### src/design/pcsm_pkg.sv
// pcsm_pkg: shared constants, types and tables for the cluster sieve marker
// no dependencies; imported by every design file of the block but pcsm_ram
`timescale 1ns / 1ps

package pcsm_pkg;

  localparam int SIEVE_WORDS_DEF = 16384;
  localparam int PRIME_BITS_DEF  = 27;
  localparam int SIZE_W          = 21;
  localparam int INDEX_W         = 14;
  localparam int OP_W            = 2;
  localparam int WORD_W          = 64;
  localparam int BIT_SEL_W       = 6;
  localparam int NUM_OFFSETS     = 5;
  localparam int OFF_IDX_W       = 3;
  localparam int OFF_W           = 6;

  localparam logic [SIZE_W-1:0] SIZE_RESET = 21'd1048576;

  // operation codes of an input beat
  localparam logic [OP_W-1:0] OP_CLEAR = 2'd0;
  localparam logic [OP_W-1:0] OP_MARK  = 2'd1;
  localparam logic [OP_W-1:0] OP_READ  = 2'd2;

  // cluster offsets: the short set uses the first two
  localparam logic [OFF_W-1:0] CLUSTER_OFFSETS [NUM_OFFSETS] = '{
    6'd18, 6'd20, 6'd26, 6'd30, 6'd32
  };
  localparam logic [OFF_IDX_W-1:0] LAST_SHORT = 3'd1;
  localparam logic [OFF_IDX_W-1:0] LAST_FULL  = 3'd4;

  // command kinds after classification
  typedef enum logic [1:0] {
    CMD_CLEAR,
    CMD_MARK,
    CMD_READ,
    CMD_NOP
  } cmd_kind_t;

  // queue head status toward the back end
  typedef struct packed {
    logic      valid;
    cmd_kind_t kind;
    logic      full_set;
  } cmd_head_t;

endpackage

### src/design/pcsm_front.sv
// pcsm_front: accepts input beats, classifies them and holds them in a two-entry queue
// depends on pcsm_pkg
`timescale 1ns / 1ps

module pcsm_front #(
  parameter int SIEVE_WORDS = pcsm_pkg::SIEVE_WORDS_DEF,
  parameter int PRIME_BITS  = pcsm_pkg::PRIME_BITS_DEF
) (
  input  logic                         clk,
  input  logic                         rst_n,
  input  logic                         start,
  input  logic                         hold,
  output logic                         busy,
  input  logic [pcsm_pkg::OP_W-1:0]    in_operation,
  input  logic [PRIME_BITS-1:0]        in_prime,
  input  logic [PRIME_BITS-1:0]        in_inverse,
  input  logic [PRIME_BITS-1:0]        in_base_remainder,
  input  logic                         in_offset_set,
  input  logic [pcsm_pkg::INDEX_W-1:0] in_word_index,
  input  logic                         pop,
  output pcsm_pkg::cmd_head_t          head,
  output logic [PRIME_BITS-1:0]        head_prime,
  output logic [PRIME_BITS-1:0]        head_inverse,
  output logic [PRIME_BITS-1:0]        head_base,
  output logic [pcsm_pkg::INDEX_W-1:0] head_index
);
  import pcsm_pkg::*;

  localparam int EW = 2 + 1 + 3 * PRIME_BITS + INDEX_W;

  logic [EW-1:0] q_r [2];
  logic          wr_ptr_r, wr_ptr_nxt;
  logic          rd_ptr_r, rd_ptr_nxt;
  logic [1:0]    cnt_r, cnt_nxt;
  logic          push;
  cmd_kind_t     kind;
  logic [EW-1:0] entry;
  logic [EW-1:0] head_entry;

  // classify: marks with a zero prime, reads beyond storage and unknown codes do nothing
  always_comb begin
    case (in_operation)
      OP_CLEAR: kind = CMD_CLEAR;
      OP_MARK:  kind = (in_prime == '0) ? CMD_NOP : CMD_MARK;
      OP_READ:  kind = (32'(in_word_index) < 32'(SIEVE_WORDS)) ? CMD_READ : CMD_NOP;
      default:  kind = CMD_NOP;
    endcase
  end

  assign entry = {kind, in_offset_set, in_prime, in_inverse, in_base_remainder,
                  in_word_index};
  assign busy  = (cnt_r == 2'd2) || hold;
  assign push  = start && !busy;

  // queue pointers and fill count
  always_comb begin
    wr_ptr_nxt = push ? !wr_ptr_r : wr_ptr_r;
    rd_ptr_nxt = pop ? !rd_ptr_r : rd_ptr_r;
    cnt_nxt    = cnt_r + {1'b0, push} - {1'b0, pop};
  end

  always_ff @(posedge clk) begin
    if (!rst_n) begin
      wr_ptr_r <= 1'b0;
      rd_ptr_r <= 1'b0;
      cnt_r    <= 2'd0;
    end else begin
      wr_ptr_r <= wr_ptr_nxt;
      rd_ptr_r <= rd_ptr_nxt;
      cnt_r    <= cnt_nxt;
    end
  end

  // queue storage
  always_ff @(posedge clk) begin
    if (push) begin
      q_r[wr_ptr_r] <= entry;
    end
  end

  // head of the queue
  assign head_entry = q_r[rd_ptr_r];
  always_comb begin
    head.valid    = (cnt_r != 2'd0);
    head.kind     = cmd_kind_t'(head_entry[EW-1 -: 2]);
    head.full_set = head_entry[EW-3];
    head_prime    = head_entry[INDEX_W + 3*PRIME_BITS - 1 -: PRIME_BITS];
    head_inverse  = head_entry[INDEX_W + 2*PRIME_BITS - 1 -: PRIME_BITS];
    head_base     = head_entry[INDEX_W + PRIME_BITS - 1 -: PRIME_BITS];
    head_index    = head_entry[INDEX_W-1:0];
  end

endmodule

### config.mk
export PLATFORM = sky130hd
export DESIGN_NAME = pcsm_front
export DESIGN_NICKNAME = d
export VERILOG_FILES = /design/src/design/pcsm_pkg.sv /design/src/design/pcsm_front.sv
export SDC_FILE = /design/constraint.sdc
export NUM_CORES = 1
export LEC_CHECK = 0
export BUFFER_PORTS_ARGS = -buffer_cell sky130_fd_sc_hd__buf_2
export CORE_ASPECT_RATIO = 0.75
export CORE_MARGIN = 2
export CORE_UTILIZATION = 52
export DETAILED_ROUTE_END_ITERATION = 16
export GPL_TIMING_DRIVEN = 0
export PLACE_DENSITY_LB_ADDON = 0.3
export SYNTH_ARGS = -nofsm -noshare
export SYNTH_HDL_FRONTEND = slang
export SYNTH_SLANG_ARGS = --single-unit
### constraint.sdc
create_clock -name clk -period 7.05 [get_ports clk]
set_input_delay 1.41 -clock clk [delete_from_list [all_inputs] [get_ports clk]]
set_output_delay 1.41 -clock clk [all_outputs]
set_load 0.1 [all_outputs]
* Word level (Yosys, flattened, before mapping)
Memory sizes are Yosys's and may differ from the RTL's. A register that Yosys moved wholly into a read port is not among the register bits.
Index checks and enable logic that the tools add are counted.
W data, S select, Z words.
** Storage, ports and cells
- Memories :: 1
- Input bits :: 103
- RAM bits :: 196
- Register bits :: 4
** Memories
- q_r :: words 2, width 98, read ports 1, clocked after memory_dff 1, wr ports 1, RTL line pcsm_front.sv:31 : logic [EW-1:0] q_r [2];
** Operators by class
- Reductions and logical operators :: 8
- Mux-type cells :: 6
- Add/sub/neg operators :: 2
- Eq/ne operators :: 3
** Operators with widths (number)
- $logic_not A27 Y1 :: 1
- $pmux W2 S3 :: 1
- $eq A2 B2 Y1 const B :: 2
- $mux W1 :: 4
- $logic_not A1 Y1 :: 3
- $add A2 B1 Y2 :: 1
- $eq A2 B1 Y1 const B :: 1
- $logic_not A2 Y1 :: 1
- $mux W2 :: 1
- $reduce_bool A2 Y1 :: 1
- $sub A2 B1 Y2 :: 1
- $logic_and A1 B1 Y1 :: 1
- $logic_or A1 B1 Y1 :: 1

* Longest topological paths before layout
Gate-level depths: netlist of the first run.
- Depth in word-level cells :: 6
- Mapped depth :: 8

* Worst setup path after synthesis of the first run
OpenSTA, ideal clock, no wires.
- Kind :: input to register
- Start :: input port start
- End :: memory q_r[1][0] (netlist bit), enable pin
- Stages on the path :: 3
- Data required time :: 6.494 ns
- Data arrival time :: 6.005 ns
- Slack :: 0.489 ns
- Setup time :: 0.556 ns
- Buffers on the path :: 0
- Path through :: inv_1 > or3_2 > nor2_1
** On the way
- Longest elaborated chain between the ends :: 3
** Ends and longest elaborated chain
- from (decl) :: RTL line pcsm_front.sv:11 : input logic start,
- $logic_and A1 B1 Y1 :: RTL line pcsm_front.sv:53 : assign push = start && !busy;
- $mux W1 :: RTL line pcsm_front.sv:76 : if (push) begin
- $mux W1 (implied by the code) :: RTL line pcsm_front.sv:77 : q_r[wr_ptr_r] <= entry;
- to (decl) :: RTL line pcsm_front.sv:31
No other way between the ends.

* Worst setup path in the final report of the first run
- Start :: input port hold
- End :: output port busy
** On the way
- Longest elaborated chain between the ends :: 1
** Ends and longest elaborated chain
- from (decl) :: RTL line pcsm_front.sv:12 : input logic hold,
- $logic_or A1 B1 Y1 :: RTL line pcsm_front.sv:52 : assign busy = (cnt_r == 2'd2) || hold;
- to (decl) :: RTL line pcsm_front.sv:13 : output logic busy,
No other way between the ends.

==> run metrics, run 1 <==
Placed Cells 725; Fmax 0.282 GHz; #FFs+latches synth 201; Crit Path Class primary input to primary output; H-tree levels 1; TritonCTS clock tree done; gpl congestion 0.750; worst path cell trace buf_2 > or2_2 > buf_2; M3 GR Usage 0.0583; setup TNS 0 ns; HP Class flop to flop; GRT Max-Usage Layer met2; Sequential cell area 0.00599 mm^2; syn nets 449; total grt overflow 0; Critical Path Most Common Cell buf_2; # port buffers 202; DRT antenna net count 0; fin area 0.00944 mm^2; Mapped Avg Cell Area 21.7 um^2; Reg clk slew, reported paths 0.06 ns; largest net degree at the start of global routing 56; Yosys cell types 26; CP Max Fanout 4; Area after DPL 0.00880 mm^2; Num CTS Buffers 20; Slew @ Worst Pin 0.736 ns; maxcap violations 0; first-pass GRT wire length 21000 um; DR iter-0 viols 189; synthesized area 0.00747 mm^2; Resized cells post-CTS 0; Max Slew Vio Count 0; Tcrit/Tclk final 0.503; Tot Pwr 0.00308 W; Final #Nets 677; via count 3917; vias in the first global route 4086; CTS Hold Bufs 0; share of layout cells above drive strength 1 0.599; met2 Use GR 0.298; chip width 142 um; WL/cell 18.3 um; die area 0.0153 mm^2; global-route track usage on met1 0.226; GRT Util Overall 0.177; final hold violations 0; critical path required time 5.64 ns; drt via density 5.15; root cell of the clock tree clkbuf_16; status finished clean; Core Area 0.0139 mm^2; area of the multi-input gates 0.00139 mm^2; Detailed Routing Iterations Pass 1 4; Post-DP HPWL 9610 um; relative slew slack 0.509; Worst path slowest cell or2_2; P&R area growth vs syn 26.4%; DRT Wirelength 13900 um; crit path DAT 2.13 ns; Clock Latency Late Sink 0.47 ns; Ys Warns 0; Final Non-Filler Cells 761; type of origin of the critical path primary input; power density over the cells 327 mW/mm^2; CTS sink cnt 201; Leakage Power 3.57 nW; Starting Density 0.538; cell count after synthesis 344; Die Span Y 108 um; Tmin final 3.54 ns; layout filler cell count 944; initial antenna violation count 1; Finish-stage setup viols 0; Ports 203; CTS Buffer Depth 3; # DRC 0; Post-CTS Setup Inserts 0; std cell rows 37; max incr delay on CP 0.30 ns; Critical Path Sink Type primary output; RSZ-0062 raised after global routing false; sequential element share of the synthesized area 0.802; Fin Clk Skew 0.00675 ns; maximum VDD drop 0.251 mV
==> worst max-delay path: cells and delay by family <==
family,cells,cell delay (ns)
buffers and inverters,2,0.42
AND/OR/NAND/NOR,1,0.30
==> cells in the mapped netlist (all sizes together) <==
| master | n | area [um^2] |
|---|---|---|
| nor2 | 4 | 15.0 |
| nor2b | 1 | 13.8 |
| and2 | 2 | 13.8 |
| dfxtp | 5 | 100 |
| ha | 2 | 25.0 |
| xor2 | 1 | 8.76 |
| mux2 | 98 | 1180 |
| xnor2 | 1 | 8.76 |
| inv | 5 | 18.8 |
| edfxtp | 196 | 5890 |
| a21oi | 1 | 5.00 |
| or4 | 1 | 11.3 |
| nand3 | 1 | 5.00 |
| buf | 11 | 80.1 |
| nor4 | 6 | 37.5 |
| clkbuf | 1 | 3.75 |
| nand4 | 1 | 6.26 |
| nor3 | 1 | 5.00 |
| o21bai | 1 | 7.51 |
| nor4b | 1 | 8.76 |
| or3 | 1 | 7.51 |
| o31ai | 1 | 7.51 |
| or2 | 2 | 12.5 |
==> metrics by stage <==
step                setup WS (ns)  utilization  hold slack [ns]
detailed placement           3.51        0.634            0.496
floorplan                   0.489            -            0.461
global placement            -1.67        0.626            0.473
global route                 3.51        0.679            0.540
finish                       3.51        0.680            0.510
CTS                          3.51        0.679            0.504
==> flip-flops by register name, summed over array words and instances (netlist names), named ones only <==
register	flops
q_r	196
cnt_r	2
rd_ptr_r	1
wr_ptr_r	1
==> layout by cell type (no fill, tap or decap), types with 2 or more instances in the layout <==
master / n
edfxtp_1: 196
inv_1: 4
bufinv_16: 2
dfxtp_1: 5
diode_2: 2
or2_2: 2
mux2_2: 78
clkbuf_1: 7
clkbuf_16: 21
buf_6: 4
buf_16: 2
clkinv_2: 4
buf_2: 209
ha_1: 2
mux2_4: 20
nor4_1: 6
buf_12: 2
nor2_1: 3
==> worst paths after layout <==
kind	startpoint	endpoint	slack (ns)	depth (start not counted)
setup / recovery	hold	busy	3.51	3
hold reg to reg	wr_ptr_r	wr_ptr_r	0.51	2
hold / removal	wr_ptr_r	wr_ptr_r	0.51	2
setup reg to reg	cnt_r[1]	q_r[1][56]	4.83	5
==> kinds of logic after synthesis <==
family,share of synthesized area
flops,0.802
mux,0.158
simple gates,0.0183
buf+inv,0.0137
compound gates,0.00268
xor+xnor,0.00235
fa+ha+maj,0.00335
==> area by class of cell <==
type	count	share of cell area
Sequential cell	201	0.634
Multi-Input combinational cell	126	0.147
Timing Repair Buffer	206	0.117
Clock buffer	27	0.0581
Tap cell	175	0.0232
Clock inverter	7	0.00888
Buffer	12	0.00888
Inverter	5	0.00225
Antenna cell	2	0.000530
==> layer usage <==
layer | wire length (um) | vias up
met5 | 0 | -
met4 | 220 | 0
met3 | 1180 | 23
met2 | 6800 | 138
met1 | 5750 | 1931
li1 | - | 1825
==> report_power, final <==
group          switching (W)  total (W)  internal, W  leakage (nW)
clock network       0.000402    0.00102     0.000617         0.311
logic               0.000538   0.000678     0.000140          1.42
registers          0.0000139    0.00139      0.00137          1.83
No activity file was read; power rests on OpenSTA's default activity.
==> run 2, diff against run 1 <==
==> constraint.sdc (replaced) <==
create_clock -name clk -period 3.5 [get_ports clk]
set_input_delay 0.7 -clock clk [delete_from_list [all_inputs] [get_ports clk]]
set_output_delay 0.7 -clock clk [all_outputs]
set_load 0.1 [all_outputs]
==> run 2 against run 1 <==
Final cell count rose by 0.13%. Clock power increased by 99%. Critical path depth is 2 higher. Register-to-register slack got worse by 3.5 ns. Utilization barely moved. Largest power group unchanged.
==> run metrics, run 2 (synthesis gave the netlist of run 1 again) <==
Top Registers q_r: 196 flops, cnt_r: 2 flops; # port buffers 202 (unchanged); Crit Path Class flop to primary output; CTS sink cnt 201 (unchanged); # DRC 0 (unchanged); DRT antenna net count 0 (unchanged); CTS Hold Bufs 0 (unchanged); Detailed Routing Iterations Pass 1 4 (unchanged); root cell of the clock tree clkbuf_16; vias in the first global route 4134 (+1.2%); Biggest register q_r; Post-DP HPWL 9540 um (-0.77%); DRT Wirelength 13700 um (-1.6%); GRT Util Overall 0.173 (-0.00408); Finish-stage setup viols 0 (unchanged); met3 wire length 1250 um (+5.9%); final hold violations 0 (unchanged); die area 0.0153 mm^2 (unchanged); Slew @ Worst Pin 0.654 ns (-0.0822 ns); fin area 0.00944 mm^2 (about the same); CP Max Fanout 10 (+6); Die Span Y 108 um (unchanged); DR iter-0 viols 156 (-17%); commonest non-fill, non-tap cells in the layout buf_2 (209), edfxtp_1 (196), mux2_2 (78); critical path required time 2.80 ns (-2.84 ns); gpl congestion 0.735 (-2.0%); std cell rows 37 (unchanged); pre-CTS WS 0.844 ns (-2.67 ns); Num CTS Buffers 20 (unchanged); M1 WL 5810 um (+1.2%); Fin Clk Skew 0.00987 ns (+0.00312 ns); share of layout cells above drive strength 1 0.600 (about the same); most common cell after layout, fill and taps aside buf_2; via count 3872 (-1.1%); Critical Path Sink Type primary output; Core Area 0.0139 mm^2 (unchanged); type of origin of the critical path flop; maximum VDD drop 0.499 mV (+99%); largest net degree at the start of global routing 42 (-25%); number of inserted diodes 0 (-2); initial antenna violation count 2 (+1); H-tree levels 1 (unchanged); crit path DAT 1.89 ns (-0.24 ns); Highest Signal Layer met5; Finished Core Util 0.680 (about the same); HP Class primary input to flop; Clock Latency Late Sink 0.48 ns (about the same); Tcrit/Tclk final 0.741; maxcap violations 0 (unchanged); min setup slack post-route 0.906 ns (-2.60 ns); WL/cell 18.0 um (-1.7%); power density over the cells 655 mW/mm^2 (+100%); Tmin final 2.59 ns; Post-CTS Setup Inserts 0 (unchanged); TritonCTS clock tree done; min-delay src in_base_remainder[3]; RSZ-0062 raised after global routing false; CTS Buffer Depth 3 (unchanged); chip width 142 um (unchanged); Leakage Power 3.56 nW (-0.26%); status finished clean; Area after DPL 0.00881 mm^2 (about the same); Resized cells post-CTS 0 (unchanged); R2R Path Start cnt_r[1]; Ports 203 (unchanged); relative slew slack 0.563 (+0.0539); metal2 WL 6410 um (-5.6%); Max Slew Vio Count 0 (unchanged); drt via density 5.08 (-1.3%); first-pass GRT wire length 20500 um (-2.4%); P&R area growth vs syn 26.5% (about the same); total grt overflow 0 (unchanged); layout filler cell count 956 (+1.3%); Final #Nets 678 (+0.15%); Starting Density 0.538 (unchanged); Fmax 0.385 GHz; Reg clk slew, reported paths 0.06 ns (about the same); max reg flops 196 (unchanged)
-- run 2: path summary, 6_finish.rpt --
| kind | to | slack (ns) | depth (start not counted) |
|---|---|---|---|
| max | head_prime[20] | 0.91 | 5 |
| min | q_r[1][17] | 0.41 | 1 |
| max reg2reg | q_r[1][54] | 1.30 | 5 |
| min reg2reg | wr_ptr_r | 0.49 | 2 |
-- run 2: critical path, stage by stage (launching register included) --
cell     delay, ns
dfxtp_1       0.32
buf_6         0.13
buf_6         0.16
buf_6         0.19
mux2_4        0.32
buf_2         0.30
-- run 2: layout make-up --
| type | instances | area, um^2 | share of cell area |
|---|---|---|---|
| plain buffers | 12 | 83.8 | 0.00888 |
| clock inverters | 7 | 68.8 | 0.00729 |
| flip-flops and latches | 201 | 5990 | 0.634 |
| inverters | 5 | 22.5 | 0.00239 |
| repair buffers | 207 | 1110 | 0.118 |
| well taps | 175 | 219 | 0.0232 |
| multi-input cells | 126 | 1390 | 0.147 |
| clock buffers | 29 | 566 | 0.0599 |
-- run 2: per-layer routing --
| metal | global-route usage | up-vias |
|---|---|---|
| li1 | - | 1826 |
| met1 | 0.214 | 1867 |
| met4 | 0.0403 | 4 |
| met2 | 0.290 | 150 |
| met3 | 0.0698 | 25 |
| met5 | 0 | - |
-- run 2: power by group --
group | switching, W | internal (W) | leakage (nW) | total [W]
Clock | 0.000822 | 0.00120 | 0.306 | 0.00203
Sequential | 0.0000265 | 0.00276 | 1.83 | 0.00279
Combinational | 0.00109 | 0.000285 | 1.42 | 0.00137
Total | 0.00193 | 0.00425 | 3.56 | 0.00619
-- run 2: metrics by stage --
stage	hold WS (ns)	std cells	power [W]	setup TNS, ns
final	0.412	762	0.00619	0
after floorplan	0.461	344	0.00397	0
after detailed placement	0.482	726	0.00422	0
after global placement	0.473	721	0.00419	-57.78
after CTS	0.394	762	0.00625	0
after global routing	0.387	762	0.00638	0
==> run 3, diff against run 2 <==
--- a/config.mk
+++ b/config.mk
@@ -8,7 +8,7 @@
 export BUFFER_PORTS_ARGS = -buffer_cell sky130_fd_sc_hd__buf_2
 export CORE_ASPECT_RATIO = 0.75
 export CORE_MARGIN = 2
-export CORE_UTILIZATION = 52
+export CORE_UTILIZATION = 47
 export DETAILED_ROUTE_END_ITERATION = 16
 export GPL_TIMING_DRIVEN = 0
 export PLACE_DENSITY_LB_ADDON = 0.3
==> constraint.sdc (replaced) <==
create_clock -name clk -period 2.1 [get_ports clk]
set_input_delay 0.42 -clock clk [delete_from_list [all_inputs] [get_ports clk]]
set_output_delay 0.42 -clock clk [all_outputs]
set_load 0.1 [all_outputs]
==> run 3 against run 2 <==
Critical path depth fell by 1. The flow now finishes with violations (setup timing). Combinational power rose by 100%. Critical path type unchanged. Register-to-register slack got worse by 1.2 ns. Utilization rose by 0.91 points. Via count rose by 4.2%. Critical endpoint is now head_index[4]. Count of clock-buffer cells in the layout fell by 3. Clock power rose by 69%.
==> run metrics, run 3 (synthesis gave the netlist of run 1 again) <==
Tcrit/Tclk final 1.04; setup TNS -6.05 ns (-6.05 ns); Tmin final 2.19 ns; Biggest register q_r; Final Hold Slack 0.122 ns (-0.290 ns); share of layout cells above drive strength 1 0.607 (+0.00779); power density over the cells 1030 mW/mm^2 (+57%); worst path cell trace buf_12 > bufbuf_16 > mux2_2 > buf_8; Fin Clk Skew 0.0135 ns (+0.00364 ns); DRT Wirelength 15800 um (+15%); Reg power frac 0.427 (-0.024); critical path required time 1.68 ns (-1.12 ns); Combinational Power Share 0.257 (+0.035); initial antenna violation count 1 (-1); # DRC 0 (unchanged); Finish-stage setup viols 95 (+95); # port buffers 202 (unchanged); CTS Hold Bufs 0 (unchanged); std cell rows 39 (+5.4%); first-pass GRT wire length 23100 um (+13%); P&R area growth vs syn 41.8%; Die Span Y 113 um (+5.0%); Final #Nets 684 (+0.88%); via count 4035 (+4.2%); crit path DAT 1.77 ns (-0.12 ns); relative slew slack 0.576 (+0.0124); CTS sink cnt 201 (unchanged); RSZ-0062 raised after global routing true; Max Slew Vio Count 0 (unchanged); Fmax 0.456 GHz; total grt overflow 0 (unchanged); maximum VDD drop 0.713 mV (+43%); Critical Path Sink Type primary output; cell internal pwr 0.00756 W (+78%); Leakage Power 3.98 nW (+12%); clock share of power 0.316 (-0.011); Post-DP HPWL 9700 um (+1.7%); Psw 0.00334 W (+73%); most common cell after layout, fill and taps aside edfxtp_1; gpl congestion 0.713 (-3.1%); drt via density 5.06 (-0.37%); Detailed Routing Iterations Pass 1 4 (unchanged); max incr delay on CP 0.37 ns (+0.05 ns); min setup slack post-route -0.0912 ns (-0.997 ns); Num CTS Buffers 20 (unchanged); violated checks setup timing; Sequential cell area 0.00599 mm^2 (about the same); Worst path slowest cell dfxtp_4; status finished, violations left; Ports 203 (unchanged); H-tree levels 1 (unchanged); CP Max Fanout 5 (-5); root cell of the clock tree clkbuf_16; Reg clk slew, reported paths 0.07 ns (about the same); DRT antenna net count 0 (unchanged); WL/cell 19.8 um (+9.7%); vias in the first global route 4367 (+5.6%); layout filler cell count 978 (+2.3%); Core Area 0.0154 mm^2 (+11%); Switching Fraction 0.306 (-0.00632); Starting Density 0.486 (-0.0519); max reg flops 196 (unchanged); CTS Buffer Depth 3 (unchanged); GRT Util Overall 0.179 (+0.00560); HP Class primary input to flop; Slew @ Worst Pin 0.633 ns (-0.0206 ns); maxcap violations 0 (unchanged); chip width 150 um (+5.0%); Top Registers q_r: 196 flops, cnt_r: 2 flops; DR iter-0 viols 170 (+9.0%); final hold violations 0 (unchanged); die area 0.0169 mm^2 (+10%); area of the multi-input gates 0.00142 mm^2 (+2.7%); commonest non-fill, non-tap cells in the layout edfxtp_1 (196), buf_2 (104), mux2_2 (69), buf_6 (69), buf_12 (38); largest net degree at the start of global routing 40 (-4.8%); Clock Latency Late Sink 0.48 ns (about the same); CP delay by family, top buffers and inverters; type of origin of the critical path flop; buffers and inverters on the worst path 3 (-1); TritonCTS clock tree done; Crit Path Class flop to primary output
run 3: cell types whose count changed in the layout (fill, tap and decap cells not counted), moves of 4 or more:
cell | previous run | this run
buf_6 | 4 | 69
mux2_2 | 78 | 69
buf_4 | 0 | 4
buf_12 | 5 | 38
buf_2 | 209 | 104
buf_8 | 0 | 5
mux2_4 | 20 | 29
run 3: timing repair:
| action | in CTS | in global routing |
|---|---|---|
| resized for setup | 258 | 33 |
| gates cloned | 3 | 1 |
| setup buffers | 0 | 2 |
| pin swaps | 0 | 1 |
| endpoints found under the setup margin | 137 | 163 |
run 3: path summary, 6_finish.rpt:
check / start / end / slack, ns / cells after the start
worst max-delay path: flop / head_index[4] / -0.09 / 4
worst min-delay path: in_base_remainder[6] / q_r[1][20] / 0.12 / 1
worst max register to register: cnt_r[1] / q_r[0][69] / 0.12 / 4
worst min register to register: wr_ptr_r / wr_ptr_r / 0.50 / 2
run 3: per-stage QoR:
stage          power [W]  cell area, um^2  setup WS [ns]  instances   util
4_1_cts           0.0109            10400         -0.134        793  0.677
3_5_place_dp     0.00704             8860         -0.179        756  0.577
5_1_grt           0.0112            10600         -0.148        796  0.689
2_1_floorplan    0.00663             7490         -0.618        344      -
6_report          0.0109            10600        -0.0912        797  0.689
3_3_place_gp     0.00699             8760          -1.49        751  0.570
run 3: layer usage:
layer,global-route usage,part of all wire
met1,0.218,0.40
met2,0.304,0.49
met3,0.0694,0.096
met4,0.0400,0.015
met5,0,0
run 3: worst register-to-register path, cell delays in order (launching register included):
cell	delay, ns
dfxtp_2	0.33
nor2b_4	0.13
or4_4	0.56
clkinvlp_4	0.32
buf_12	0.28
run 3: power by group through the flow:
stage / logic (W) / clock network, W / registers, W
after global placement: 0.00225 / 0 / 0.00474
after floorplan: 0.00190 / 0 / 0.00473
final: 0.00280 / 0.00344 / 0.00466
after CTS: 0.00273 / 0.00350 / 0.00466
after detailed placement: 0.00231 / 0 / 0.00474
after global routing: 0.00289 / 0.00367 / 0.00467
run 3: layout make-up:
type / instances / area share
well taps: 205 / 0.0242
multi-input cells: 126 / 0.134
clock buffers: 26 / 0.0514
plain buffers: 12 / 0.0157
repair inverters: 1 / 0.000473
inverters: 5 / 0.00284
clock inverters: 8 / 0.00815
diodes: 1 / 0.000236
repair buffers: 212 / 0.197
flip-flops and latches: 201 / 0.566
