[config.mk]
export PLATFORM = sky130hd
export DESIGN_NAME = pcsm_back
export DESIGN_NICKNAME = d
export VERILOG_FILES = /design/src/design/pcsm_pkg.sv /design/src/design/pcsm_back.sv
export SDC_FILE = /design/constraint.sdc
export NUM_CORES = 1
export LEC_CHECK = 0
export ABC_AREA = 1
export BUFFER_PORTS_ARGS = -buffer_cell sky130_fd_sc_hd__buf_2
export CAP_MARGIN = 0
export CORE_ASPECT_RATIO = 1.2
export CORE_MARGIN = 2
export CORE_UTILIZATION = 40
export CTS_CLUSTER_SIZE = 28
export DETAILED_ROUTE_END_ITERATION = 10
export SLEW_MARGIN = 10
export SYNTH_ARGS = -nofsm -noshare
export SYNTH_HDL_FRONTEND = slang
export SYNTH_SLANG_ARGS = --single-unit
[constraint.sdc]
create_clock -name clk -period 14.8 [get_ports clk]
set_input_delay 2.22 -clock clk [delete_from_list [all_inputs] [get_ports clk]]
set_output_delay 2.22 -clock clk [all_outputs]
set_load 0.1 [all_outputs]
[src/design/pcsm_pkg.sv]
// pcsm_pkg: shared constants, types and tables for the cluster sieve marker
// no dependencies; imported by every design file of the block but pcsm_ram
`timescale 1ns / 1ps

package pcsm_pkg;

  localparam int SIEVE_WORDS_DEF = 16384;
  localparam int PRIME_BITS_DEF  = 27;
  localparam int SIZE_W          = 21;
  localparam int INDEX_W         = 14;
  localparam int OP_W            = 2;
  localparam int WORD_W          = 64;
  localparam int BIT_SEL_W       = 6;
  localparam int NUM_OFFSETS     = 5;
  localparam int OFF_IDX_W       = 3;
  localparam int OFF_W           = 6;

  localparam logic [SIZE_W-1:0] SIZE_RESET = 21'd1048576;

  // operation codes of an input beat
  localparam logic [OP_W-1:0] OP_CLEAR = 2'd0;
  localparam logic [OP_W-1:0] OP_MARK  = 2'd1;
  localparam logic [OP_W-1:0] OP_READ  = 2'd2;

  // cluster offsets: the short set uses the first two
  localparam logic [OFF_W-1:0] CLUSTER_OFFSETS [NUM_OFFSETS] = '{
    6'd18, 6'd20, 6'd26, 6'd30, 6'd32
  };
  localparam logic [OFF_IDX_W-1:0] LAST_SHORT = 3'd1;
  localparam logic [OFF_IDX_W-1:0] LAST_FULL  = 3'd4;

  // command kinds after classification
  typedef enum logic [1:0] {
    CMD_CLEAR,
    CMD_MARK,
    CMD_READ,
    CMD_NOP
  } cmd_kind_t;

  // queue head status toward the back end
  typedef struct packed {
    logic      valid;
    cmd_kind_t kind;
    logic      full_set;
  } cmd_head_t;

endpackage

[src/design/pcsm_back.sv]
// pcsm_back: executes queued commands against the sieve ram (clear sweep,
// modular start search and strike walk, word read); depends on pcsm_pkg
`timescale 1ns / 1ps

module pcsm_back #(
  parameter int SIEVE_WORDS = pcsm_pkg::SIEVE_WORDS_DEF,
  parameter int PRIME_BITS  = pcsm_pkg::PRIME_BITS_DEF,
  localparam int AW = (SIEVE_WORDS > 1) ? $clog2(SIEVE_WORDS) : 1
) (
  input  logic                         clk,
  input  logic                         rst_n,
  input  pcsm_pkg::cmd_head_t          head,
  input  logic [PRIME_BITS-1:0]        head_prime,
  input  logic [PRIME_BITS-1:0]        head_inverse,
  input  logic [PRIME_BITS-1:0]        head_base,
  input  logic [pcsm_pkg::INDEX_W-1:0] head_index,
  output logic                         pop,
  output logic                         init_busy,
  input  logic [pcsm_pkg::SIZE_W-1:0]  sieve_size,
  output logic                         ram_we,
  output logic [AW-1:0]                ram_waddr,
  output logic [pcsm_pkg::WORD_W-1:0]  ram_wdata,
  output logic [AW-1:0]                ram_raddr,
  input  logic [pcsm_pkg::WORD_W-1:0]  ram_rdata,
  output logic                         out_strobe,
  output logic [pcsm_pkg::WORD_W-1:0]  out_sieve_word
);
  import pcsm_pkg::*;

  localparam int STORE_BITS = SIEVE_WORDS * 64;
  localparam int LIM_W_RAW  = $clog2(STORE_BITS + 1);
  localparam int LIM_W      = (LIM_W_RAW > SIZE_W) ? LIM_W_RAW : SIZE_W;
  localparam int POS_W      = ((LIM_W > PRIME_BITS) ? LIM_W : PRIME_BITS) + 1;
  localparam int PB1        = PRIME_BITS + 1;
  localparam int BIT_W      = (PRIME_BITS > 1) ? $clog2(PRIME_BITS) : 1;
  localparam logic [AW-1:0]    LAST_WORD = AW'(SIEVE_WORDS - 1);
  localparam logic [LIM_W-1:0] STORE_LIM = LIM_W'(STORE_BITS);

  typedef enum logic [3:0] {
    S_INIT, S_IDLE, S_CLR, S_RDA, S_RDD, S_REM, S_FOLD, S_DIFF,
    S_DBL, S_ADD, S_WRD, S_WWR, S_DONE
  } state_t;

  state_t                 state_r, state_nxt;
  logic [AW-1:0]          clr_addr_r, clr_addr_nxt;
  logic [PRIME_BITS-1:0]  p_r, p_nxt;
  logic [PRIME_BITS-1:0]  inv_r, inv_nxt;
  logic [PRIME_BITS-1:0]  base_r, base_nxt;
  logic [INDEX_W-1:0]     idx_r, idx_nxt;
  logic                   full_r, full_nxt;
  logic [LIM_W-1:0]       lim_r, lim_nxt;
  logic [OFF_IDX_W-1:0]   k_r, k_nxt;
  logic [PB1-1:0]         rem_r, rem_nxt;
  logic [PRIME_BITS-1:0]  diff_r, diff_nxt;
  logic [PRIME_BITS-1:0]  acc_r, acc_nxt;
  logic [BIT_W-1:0]       bit_r, bit_nxt;
  logic [POS_W-1:0]       pos_r, pos_nxt;
  logic                   out_strobe_r, out_strobe_nxt;
  logic [WORD_W-1:0]      out_word_r, out_word_nxt;

  logic [PB1-1:0]         p_ext;
  logic [PB1-1:0]         dbl;
  logic [PB1-1:0]         sum;
  logic [LIM_W-1:0]       size_ext;
  logic [AW-1:0]          pos_word;

  assign p_ext    = {1'b0, p_r};
  assign dbl      = {acc_r, 1'b0};
  assign sum      = {1'b0, acc_r} + {1'b0, diff_r};
  assign size_ext = LIM_W'(sieve_size);
  assign pos_word = pos_r[AW+BIT_SEL_W-1:BIT_SEL_W];

  // next-state logic
  always_comb begin
    state_nxt      = state_r;
    clr_addr_nxt   = clr_addr_r;
    p_nxt          = p_r;
    inv_nxt        = inv_r;
    base_nxt       = base_r;
    idx_nxt        = idx_r;
    full_nxt       = full_r;
    lim_nxt        = lim_r;
    k_nxt          = k_r;
    rem_nxt        = rem_r;
    diff_nxt       = diff_r;
    acc_nxt        = acc_r;
    bit_nxt        = bit_r;
    pos_nxt        = pos_r;
    out_strobe_nxt = 1'b0;
    out_word_nxt   = '0;
    pop            = 1'b0;
    ram_we         = 1'b0;
    ram_waddr      = pos_word;
    ram_wdata      = ram_rdata | (WORD_W'(1) << pos_r[BIT_SEL_W-1:0]);
    ram_raddr      = pos_word;

    case (state_r)
      // clearing pass after reset and for a clear beat
      S_INIT, S_CLR: begin
        ram_we    = 1'b1;
        ram_waddr = clr_addr_r;
        ram_wdata = '0;
        if (clr_addr_r == LAST_WORD) begin
          clr_addr_nxt = '0;
          state_nxt    = (state_r == S_INIT) ? S_IDLE : S_DONE;
        end else begin
          clr_addr_nxt = clr_addr_r + AW'(1);
        end
      end
      // take the next command from the queue
      S_IDLE: begin
        if (head.valid) begin
          pop      = 1'b1;
          p_nxt    = head_prime;
          inv_nxt  = head_inverse;
          base_nxt = head_base;
          idx_nxt  = head_index;
          full_nxt = head.full_set;
          lim_nxt  = (size_ext > STORE_LIM) ? STORE_LIM : size_ext;
          k_nxt    = '0;
          case (head.kind)
            CMD_CLEAR: state_nxt = S_CLR;
            CMD_MARK:  state_nxt = S_REM;
            CMD_READ:  state_nxt = S_RDA;
            default:   state_nxt = S_DONE;
          endcase
        end
      end
      // word read
      S_RDA: begin
        ram_raddr = AW'(idx_r);
        state_nxt = S_RDD;
      end
      S_RDD: begin
        out_strobe_nxt = 1'b1;
        out_word_nxt   = ram_rdata;
        state_nxt      = S_IDLE;
      end
      // remainder of base plus offset, folded once
      S_REM: begin
        rem_nxt   = {1'b0, base_r} + PB1'(CLUSTER_OFFSETS[k_r]);
        state_nxt = S_FOLD;
      end
      S_FOLD: begin
        if (rem_r > p_ext) begin
          rem_nxt = rem_r - p_ext;
        end
        state_nxt = S_DIFF;
      end
      S_DIFF: begin
        diff_nxt  = (rem_r <= p_ext) ? PRIME_BITS'(p_ext - rem_r) : '0;
        acc_nxt   = '0;
        bit_nxt   = BIT_W'(PRIME_BITS - 1);
        state_nxt = S_DBL;
      end
      // shift-add modular multiply, msb of the inverse first
      S_DBL: begin
        acc_nxt   = (dbl >= p_ext) ? PRIME_BITS'(dbl - p_ext) : PRIME_BITS'(dbl);
        state_nxt = S_ADD;
      end
      S_ADD: begin
        if (inv_r[bit_r]) begin
          acc_nxt = (sum >= p_ext) ? PRIME_BITS'(sum - p_ext) : PRIME_BITS'(sum);
        end
        if (bit_r == '0) begin
          pos_nxt   = POS_W'(acc_nxt);
          state_nxt = S_WRD;
        end else begin
          bit_nxt   = bit_r - BIT_W'(1);
          state_nxt = S_DBL;
        end
      end
      // strike walk: read the word, then write it back with the bit set
      S_WRD: begin
        if (pos_r < POS_W'(lim_r)) begin
          state_nxt = S_WWR;
        end else if (k_r == (full_r ? LAST_FULL : LAST_SHORT)) begin
          state_nxt = S_DONE;
        end else begin
          k_nxt     = k_r + OFF_IDX_W'(1);
          state_nxt = S_REM;
        end
      end
      S_WWR: begin
        ram_we    = 1'b1;
        pos_nxt   = pos_r + POS_W'(p_r);
        state_nxt = S_WRD;
      end
      // result beat with a zero word
      S_DONE: begin
        out_strobe_nxt = 1'b1;
        state_nxt      = S_IDLE;
      end
      default: state_nxt = S_IDLE;
    endcase
  end

  // state and registered outputs
  always_ff @(posedge clk) begin
    if (!rst_n) begin
      state_r      <= S_INIT;
      clr_addr_r   <= '0;
      out_strobe_r <= 1'b0;
      out_word_r   <= '0;
    end else begin
      state_r      <= state_nxt;
      clr_addr_r   <= clr_addr_nxt;
      out_strobe_r <= out_strobe_nxt;
      out_word_r   <= out_word_nxt;
    end
    p_r    <= p_nxt;
    inv_r  <= inv_nxt;
    base_r <= base_nxt;
    idx_r  <= idx_nxt;
    full_r <= full_nxt;
    lim_r  <= lim_nxt;
    k_r    <= k_nxt;
    rem_r  <= rem_nxt;
    diff_r <= diff_nxt;
    acc_r  <= acc_nxt;
    bit_r  <= bit_nxt;
    pos_r  <= pos_nxt;
  end

  assign init_busy      = (state_r == S_INIT);
  assign out_strobe     = out_strobe_r;
  assign out_sieve_word = out_word_r;

endmodule

## Yosys cells after proc, flatten, opt, wreduce, memory -nomap -nowiden

Memory sizes are Yosys's and may differ from the RTL's.
Index checks and enable logic that the tools add are counted.

| word-level totals | value |
|---|---|
| bits in registers | 318 |
| ROM bits | 48 |
| input port bits | 186 |
| output and inout port bits | 160 |
| word-level logic and storage cells | 114 |
| memories kept | 1 |

| operators by class | value |
|---|---|
| add/subtract/negate cells | 10 |
| magnitude comparators | 8 |
| eq/ne operators | 23 |
| shift operators | 1 |
| muxes and demuxes | 35 |
| bitwise operators | 2 |
| reduce and logical (&&, ||, !) cells | 18 |

Memories:

| memory | depth | width | read ports | clocked after Yosys merged registers in | write ports | line | text |
|---|---|---|---|---|---|---|---|
| (name not given) | 8 | 6 | 1 | 0 | 0 | pcsm_back.sv:141 | `rem_nxt = {1'b0, base_r} + PB1'(CLUSTER_OFFSETS[k_r]);` |

Operators with widths:

| cell | count |
|---|---|
| case mux 28 bit (2 select lines) | 2 |
| 2-to-1 mux 27 bit | 3 |
| case mux 27 bit (3 select lines) | 1 |
| subtractor 27 bit | 3 |
| 2-to-1 mux 64 bit | 1 |
| bitwise OR 64 bit | 1 |
| left shift 1 x 6 -> 64 bit (first input constant) | 1 |
| >= comparator 28 x 27 -> 1 bit | 2 |
| 2-to-1 mux 28 bit | 2 |
| 2-to-1 mux 14 bit | 3 |
| case mux 4 bit (10 select lines) | 1 |
| adder 27 x 27 -> 28 bit | 1 |
| adder 27 x 6 -> 28 bit | 1 |
| adder 28 x 27 -> 28 bit | 1 |
| greater-than comparator 28 x 27 -> 1 bit | 1 |
| <= comparator 28 x 27 -> 1 bit | 1 |
| less-than comparator 28 x 21 -> 1 bit | 1 |
| subtractor 28 x 27 -> 28 bit | 1 |
| greater-than comparator 21 bit (second input constant) | 1 |
| == test 4 bit (second input constant) | 5 |
| 2-to-1 mux 4 bit | 5 |
| == test 4 x 3 -> 1 bit (second input constant) | 4 |
| adder 14 x 1 -> 14 bit (second input constant) | 1 |
| == test 14 bit (second input constant) | 1 |
| 29 further kinds | 53 |

## Depth between registers and ports, before layout

Gate-level depths: netlist (run 1).

| logic depth | value |
|---|---|
| depth after elaboration | 6 |
| depth in mapped cells | 31 |
| gate-level depth less buffers | 30 |

## Worst setup path after synthesis (run 1)

Ideal clock, no wire load.

| timing path | value |
|---|---|
| path kind | input to output |
| start | input port head[3] in the netlist's numbering |
| end | output port pop |
| data arrival time | 8281 ps |
| required time | 12580 ps |
| setup slack | 4299 ps |
| cell stages on the path | 2 |
| buffers on the path | 0 |
| cells stage by stage | inv_1 -> nor2_1 |

| between the ends | value |
|---|---|
| cells in the longest elaborated chain, start to end | 2 |

RTL lines:

| what | line | text |
|---|---|---|
| from (decl) | pcsm_back.sv:12 | `input pcsm_pkg::cmd_head_t head,` |
| 2-to-1 mux 1 bit | pcsm_back.sv:112 | `if (head.valid) begin` |
| 2-to-1 mux 1 bit | pcsm_back.sv:97 | `case (state_r)` |
| to (decl) | pcsm_back.sv:17 | `output logic pop,` |

Every way passes these cells.

## Final worst setup path (run 1)

| timing path | value |
|---|---|
| start | register state_r[3] |
| end | output port ram_waddr[6] |

| between the ends | value |
|---|---|
| cells in the longest elaborated chain, start to end | 3 |
| elaborated cells between the ends (all ways) | 4 |
| classes of those cells | 1 x eq/ne; 1 x mux; 2 x reduce/logical |

RTL lines:

| what | line | text |
|---|---|---|
| from (decl) | pcsm_back.sv:44 | `state_t state_r, state_nxt;` |
| from (signal assigned) | pcsm_back.sv:206 | `state_r <= state_nxt;` |
| == test 4 x 2 -> 1 bit or zero test 4 bit (tied branches) | pcsm_back.sv:97 |  |
| OR reduction 2 bit * | pcsm_back.sv:97 |  |
| 2-to-1 mux 14 bit * | pcsm_back.sv:97 |  |
| to (decl) | pcsm_back.sv:21 | `output logic [AW-1:0] ram_waddr,` |

Every way passes the cells marked *; elsewhere a longest branch is shown, timed or not.

==> impl_results.md, run 1 <==
- Status: completed
- I/O pin cnt: roughly 350
- PostCTS Resize Cnt: 0
- Critical Path Source Type: flop
- Placer Congestion: roughly 0.98
- CTS Hold Bufs: 0
- Post-CTS setup buffers: 0
- Clk pin slew, worst setup/hold paths: about 0.060 ns
- Gr ovfl total: 0
- Largest net degree at the start of global routing: 80
- Synth Register Bits: 318
- Net Sw Power: between 0.4 and 0.5 mW
- Post-synth top area cell: edfxtp_1
- Yosys warning count: 0
- Crit path to: ram_waddr[6]
- Number of port buffers: approximately 350
- CP endpoint kind: output pin
- Finished layout cell area: roughly 28000 µm²
- Die X: ~230 µm
- VDD IR-drop max: ~0.00011 V
- CP top delay family: buffers and inverters
- Synth-to-Final Area Change: 14.93%
- Hold Slack: 0.4985 ns
- Endpoints failing hold: 0
- Max Cap Violations: 0
- Final Setup Violations: 0
- Crit. path cell count: 7
- Die ar.: ~62000 µm²
- Layout cell share with drive strength beyond 1: between 10 and 15%
- First-pass GRT wire length: 124800 µm
- H-Tree Depth: 2
- Required @ worst endpoint: approximately 13 ns
- Combinational Power Share: under 10%
- Unrepaired setup endpoints after global routing: no
- Net Count, Synth: ~3600
- Placed instance count: roughly 4300
- Core area: between 50000 and 60000 µm²
- DR vias: about 23000
- Synth area leaders: edfxtp_1 (29%), nand2_1 (11%), ha_1 (10%), dfxtp_1 (6.9%), inv_1 (6.7%)
- Reg2reg path depth: 25
- Top-area cell type share of the netlist area: 29.23%
- Worst-Skew Late Latency: around 0.57 ns
- CTS tree: built
- FF-to-FF End: pos_r[22]
- Starting density of the core: between 40% and 50%
- CTS root buf: clkbuf_16
- Worst Path Arrival: 3.55 ns
- DRT Wirelength: about 84000 µm
- # rows: 98
- Clk pwr share: ~47%
- Fillers: approximately 6200
- Worst path cell trace: nor2_1, inv_1, nor2_4, buf_4, inv_1, o21ai_0, buf_2
- Wire length per cell: approximately 19 µm
- Clk buf depth: 3
- Worst r2r src: acc_r[0]
- CTS Sinks: ~320
- Final TNS setup: 0 ns
- Final slew viol count: 0
- Reg power frac: around half
- Final HPWL DP: about 68000 µm
- Max Clk Rate: ~170 MHz
- Worst Max-Slew Pin Slew: around 1.2 ns
- Lkg Pwr: approximately 13 nW
- Worst Skew: 0.01655 ns
- CP dominant cell by count: inv_1
- Max-slew headroom: around 22%
- CP peak stage delay: between 0.6 and 0.7 ns
- Buf/Inv on CP: 4
- DIE HEIGHT: 273.1 µm
- Final ANT Viol Nets: 0
- Iter 0 DRT Violations: ~1500
- Worst-path fanout max: just under 80
- Net Sw Frac: a little over a fifth
- Internal: 1.469 mW
- Worst setup path startpoint: state_r[3]
- Distinct cells, synth: 64
- Non-Filler Instances: between 4000 and 5000
- Avg Inst Size Synth: around 7.5 µm²
- Synth Instances: about 3200
- R2R setup slack: roughly 10 ns
- Sequential element share of the synthesized area: a little over a third
- Placed Area: 26610 µm²
- Synth Cell Area: 24140 µm²
- Fin crit period: 5.771 ns
- All-Layer GR Usage: between 20% and 30%
- Critical path class: flop to output pin
- Final Cycle Share: between 30% and 40%
- DR pass1 iterations: 6
- Initial antenna violation count: 2
- Critical Path Slowest Stage Cell: inv_1
- Vias per cell: about 5.3
- DRC Markers: 0
- CTS buffer count: 36
- Hold Path Class: flop to flop
- Vias in the first global route: around 22000
- Final-stage net count: slightly below 4000
- Power per cell area: between 60 and 70 nW/µm²
==> how the worst min path moves through the flow <==
stage / start / to / slack [ns] / cells after the start
5_1_grt: clr_addr_r[12] / clr_addr_r[12] / 0.52 / 1
4_1_cts: clr_addr_r[12] / clr_addr_r[12] / 0.50 / 1
6_report: clr_addr_r[12] / clr_addr_r[12] / 0.50 / 1
3_3_place_gp: clr_addr_r[12] / clr_addr_r[12] / 0.48 / 1
3_5_place_dp: clr_addr_r[12] / clr_addr_r[12] / 0.49 / 1
2_1_floorplan: clr_addr_r[12] / clr_addr_r[12] / 0.46 / 1
==> stage by stage <==
step	setup slack, ns	power, mW	utilization [%]
floorplan	4.299	0.9864	-
global placement	9.427	1.015	44.65
detailed placement	9.456	1.016	44.65
CTS	9.079	1.901	46.55
global route	8.822	1.933	46.56
finish	9.029	1.881	46.56
==> layer usage <==
layer	track usage (%)	up-vias	part of all wire, %
met5	0	-	0
met2	45.72	733	49
li1	-	11430	-
met4	11.37	0	4.6
met1	31.79	10530	41
met3	2.963	171	4.9
==> power by group through the flow <==
stage	clock (mW)	sequential, mW	combinational [mW]
global placement	0	0.970	0.0452
global route	0.931	0.951	0.0510
finish	0.884	0.951	0.0465
detailed placement	0	0.970	0.0462
CTS	0.904	0.951	0.0465
floorplan	0	0.970	0.0163
==> sequential cells by signal, indices dropped and copies added (netlist names), 21 cells and up <==
name,count
acc_r,27
base_r,27
diff_r,27
inv_r,27
lim_r,21
out_sieve_word,64
p_r,27
pos_r,28
rem_r,28
==> cells in the mapped netlist, drive strengths merged <==
library cell / number
a31oi: 10
nor3b: 1
o21ai: 184
a21boi: 7
dfxtp: 83
and2: 1
o31ai: 8
ha: 194
nor4: 11
a31o: 1
o22ai: 3
a221oi: 3
a21o: 15
o2111ai: 5
nor3: 49
a21oi: 309
inv: 447
o21a: 13
nor2: 335
nand2: 703
a211oi: 4
or4: 1
o21bai: 21
and3: 1
buf: 31
a32o: 4
nand4: 71
or2: 20
clkbuf: 59
fa: 7
xnor2: 43
o41ai: 1
nand3b: 10
xor2: 77
o311ai: 1
mux2: 14
nor4b: 2
edfxtp: 235
o211ai: 37
nand3: 194
==> cell type report <==
type	count	area [µm²]	share of cell area, %
multi-input cells	2360	13360	48.14
flip-flops and latches	318	8718	31.42
repair buffers	362	1854	6.683
inverters	447	1678	6.047
well taps	800	1001	3.608
clock buffers	46	958.4	3.454
clock inverters	19	173.9	0.6268
diodes	2	5.005	0.01804
==> cells in the final DEF (no fill, tap or decap), types with 35 or more instances in the layout <==
cell type  synthesis  layout
buf_2             22     345
edfxtp_1         235     235
ha_1             194     194
nand4_1           71      71
a21oi_1          302     302
clkbuf_16          0      36
nor3_1            48      48
xor2_1            77      77
nand3_1          191     191
o21ai_0          152     150
xnor2_1           43      43
inv_1            434     434
dfxtp_1           83      83
nor2_1           327     322
nand2_1          691     690
o211ai_1          35      35
==> cells by family (layout without fill, tap and decap cells) <==
group | after synthesis | after routing | share of synthesized area [%]
adders and majority gates | 201 | 201 | 10.63
other | 0 | 2 | 0
and+or+nand+nor | 1399 | 1399 | 24.81
buffers and inverters | 537 | 874 | 8.712
DFF | 318 | 318 | 36.11
AOI/OAI and AO/OA | 626 | 626 | 14.72
xor gates and xnor gates | 120 | 120 | 4.353
muxes | 14 | 14 | 0.6530
No activity file was read; power rests on OpenSTA's default activity.
==> run 2, diff against run 1 <==
- clock period: 14.8 -> 4.9 ns (I/O delays scaled with it)
==> impl_results.md, run 2 (synthesized netlist as in run 1, its figures left out) <==
- CTS buffer count: 39 (+8.3%)
- Starting density of the core: 40.51% (unchanged)
- Final-stage net count: 3940 (+0.72%)
- CTS root buf: clkbuf_16
- Final slew viol count: 0 (unchanged)
- Critical Path Source Type: flop
- Worst Path Arrival: 4.91 ns (+1.36 ns)
- CP endpoint kind: flop
- Final HPWL DP: 72390 µm (+6.9%)
- Wire length per cell: 20.55 µm (+6.9%)
- Hold Path Class: input port to flop
- Finished layout cell area: 28160 µm² (+1.5%)
- Critical Path Slowest Stage Cell: edfxtp_1
- Final Cycle Share: between 90% and 100%
- Status: completed
- Max-slew headroom: 32.30% (+10 points)
- Flip-flop and latch area: 8718 µm² (unchanged)
- CTS Hold Bufs: 0 (unchanged)
- # rows: 98 (unchanged)
- Gr ovfl total: 0 (unchanged)
- Clk buf depth: 3 (unchanged)
- Max reg flops: 64 (unchanged)
- Worst setup path startpoint: acc_r[0]
- Number of port buffers: 345 (unchanged)
- CP top delay family: adder cells
- H-Tree Depth: 2 (unchanged)
- I/O pin cnt: 346 (unchanged)
- Die ar.: 62340 µm² (unchanged)
- CP peak stage delay: 0.46 ns (-0.20 ns)
- Most common library cell in the layout ignoring fill and taps: nand2_1
- Critical path class: flop to flop
- Final Setup Violations: 0 (unchanged)
- Lkg Pwr: 13.21 nW (+1.8%)
- Max Cap Violations: 0 (unchanged)
- Largest net degree at the start of global routing: 118 (+48%)
- Max Clk Rate: roughly 220 MHz
- R2R setup slack: 0.31 ns (-9.62 ns)
- Multi-input gate area: 13370 µm² (about the same)
- Placer Congestion: 1.001 (+2.0%)
- Endpoints failing hold: 0 (unchanged)
- Core area: 59590 µm² (unchanged)
- Most frequent cells in the layout: nand2_1 (690), inv_1 (434), buf_2 (345), nor2_1 (322), a21oi_1 (302)
- Placed Area: 26840 µm² (+0.86%)
- Initial antenna violation count: 2 (unchanged)
- Buf/Inv on CP: 4 (unchanged)
- Unrepaired setup endpoints after global routing: no
- Layout cell share with drive strength beyond 1: 15.24% (+0.86 points)
- DR pass1 iterations: 6 (unchanged)
- Power per cell area: 211.9 nW/µm² (+210%)
- Vias in the first global route: 22720 (+4.4%)
- Fin crit period: between 4 and 5 ns
- CTS tree: built
- Die X: 228.3 µm (unchanged)
- DR vias: 23490 (+2.7%)
- Required @ worst endpoint: 5.21 ns (-7.37 ns)
- Clk pin slew, worst setup/hold paths: 0.06 ns (about the same)
- Worst Skew: 0.03896 ns (+0.02242 ns)
- Iter 0 DRT Violations: 1807 (+20%)
- First-pass GRT wire length: 133600 µm (+7.1%)
- Worst-Skew Late Latency: 0.59 ns (+0.02 ns)
- DRC Markers: 0 (unchanged)
- Final TNS setup: 0 ns (unchanged)
- Worst Max-Slew Pin Slew: 1.014 ns (-0.1441 ns)
- Fillers: 6238 (+0.18%)
- Worst r2r src: acc_r[0]
- Worst-path fanout max: 5 (-94%)
- Synth-to-Final Area Change: 16.64%
- Hold Startpoint: head_index[1]
- Vias per cell: 5.357 (+2.0%)
- Final ANT Viol Nets: 0 (unchanged)
- Worst path cell trace: ha_1, fa_2, nand3_1, nand2_1, a21boi_2, buf_4, o21ai_0, xor2_1, inv_1, ha_1, inv_1, o21bai_1, a21boi_1, o21ai_0, nand2_1, nand3_1, xnor2_1, inv_1, nand2_1, nand3_1, nand3_1, nand2_1
- VDD IR-drop max: 0.0002641 V (+130%)
- DIE HEIGHT: 273.1 µm (unchanged)
- All-Layer GR Usage: 27.86% (+2.0 points)
- CTS Sinks: 318 (unchanged)
- DRT Wirelength: 90100 µm (+7.6%)
==> run 2: cell count changes in the layout (fill, tap and decap cells not counted), sizes merged <==
cell	change
bufinv	+1
clkinvlp	-3
clkinv	+5
buf	+25
clkbuf	+4
inv	-2
==> run 2: cell type report <==
type / count / area share, %
inverters: 447 / 5.958
multi-input cells: 2360 / 47.46
clock inverters: 20 / 0.8176
flip-flops and latches: 318 / 30.96
well taps: 800 / 3.555
clock buffers: 50 / 3.755
diodes: 2 / 0.01777
repair buffers: 387 / 7.474
==> run 2: stage by stage <==
step                worst slack, ns  hold WS (ns)  util, %  power, mW  cells
global placement             0.2790        0.4760    45.03      3.069   4309
finish                       0.3074        0.3200    47.25      5.966   4384
global route                0.04299        0.2976    47.25      6.121   4384
CTS                          0.1703        0.2904    47.19      6.025   4379
floorplan                    0.4026        0.4556        -      2.979   3215
detailed placement           0.2386        0.4843    45.03      3.071   4309
==> run 2: path summary, 6_finish.rpt <==
check                        end  depth (start not counted)
hold / removal          idx_r[1]                          1
hold reg to reg   clr_addr_r[12]                          1
setup reg to reg       pos_r[21]                         22
setup / recovery       pos_r[21]                         22
==> run 2: worst register-to-register path, cell delays in order, from the launching register on <==
cell and delay [ns]:
edfxtp_1 0.46, ha_1 0.26, fa_2 0.40, nand3_1 0.10, nand2_1 0.18, a21boi_2 0.20, buf_4 0.16, o21ai_0 0.17
xor2_1 0.32, inv_1 0.08, ha_1 0.32, inv_1 0.10, o21bai_1 0.10, a21boi_1 0.32, o21ai_0 0.19, nand2_1 0.09
nand3_1 0.16, xnor2_1 0.23, inv_1 0.10, nand2_1 0.06, nand3_1 0.10, nand3_1 0.14, nand2_1 0.07
==> run 2: layer usage <==
metal	GRT usage (%)	wire length, µm	vias up
li1	-	-	11470
met1	34.22	36740	10940
met2	48.60	43440	867
met3	2.848	4931	210
met4	14.28	4986	0
met5	0	0	-
==> run 2: power by group <==
group,leakage [nW],internal [mW],switching (mW),total [mW]
clock,0.630,1.70,1.25,2.95
combinational,9.84,0.0644,0.0759,0.140
sequential,2.74,2.87,0.00216,2.87
==> run 2: repair_timing <==
| item | CTS | global route |
|---|---|---|
| gates resized for setup | 0 | 3 |
| setup buffers | 0 | 3 |
| endpoints found under the setup margin | 0 | 33 |
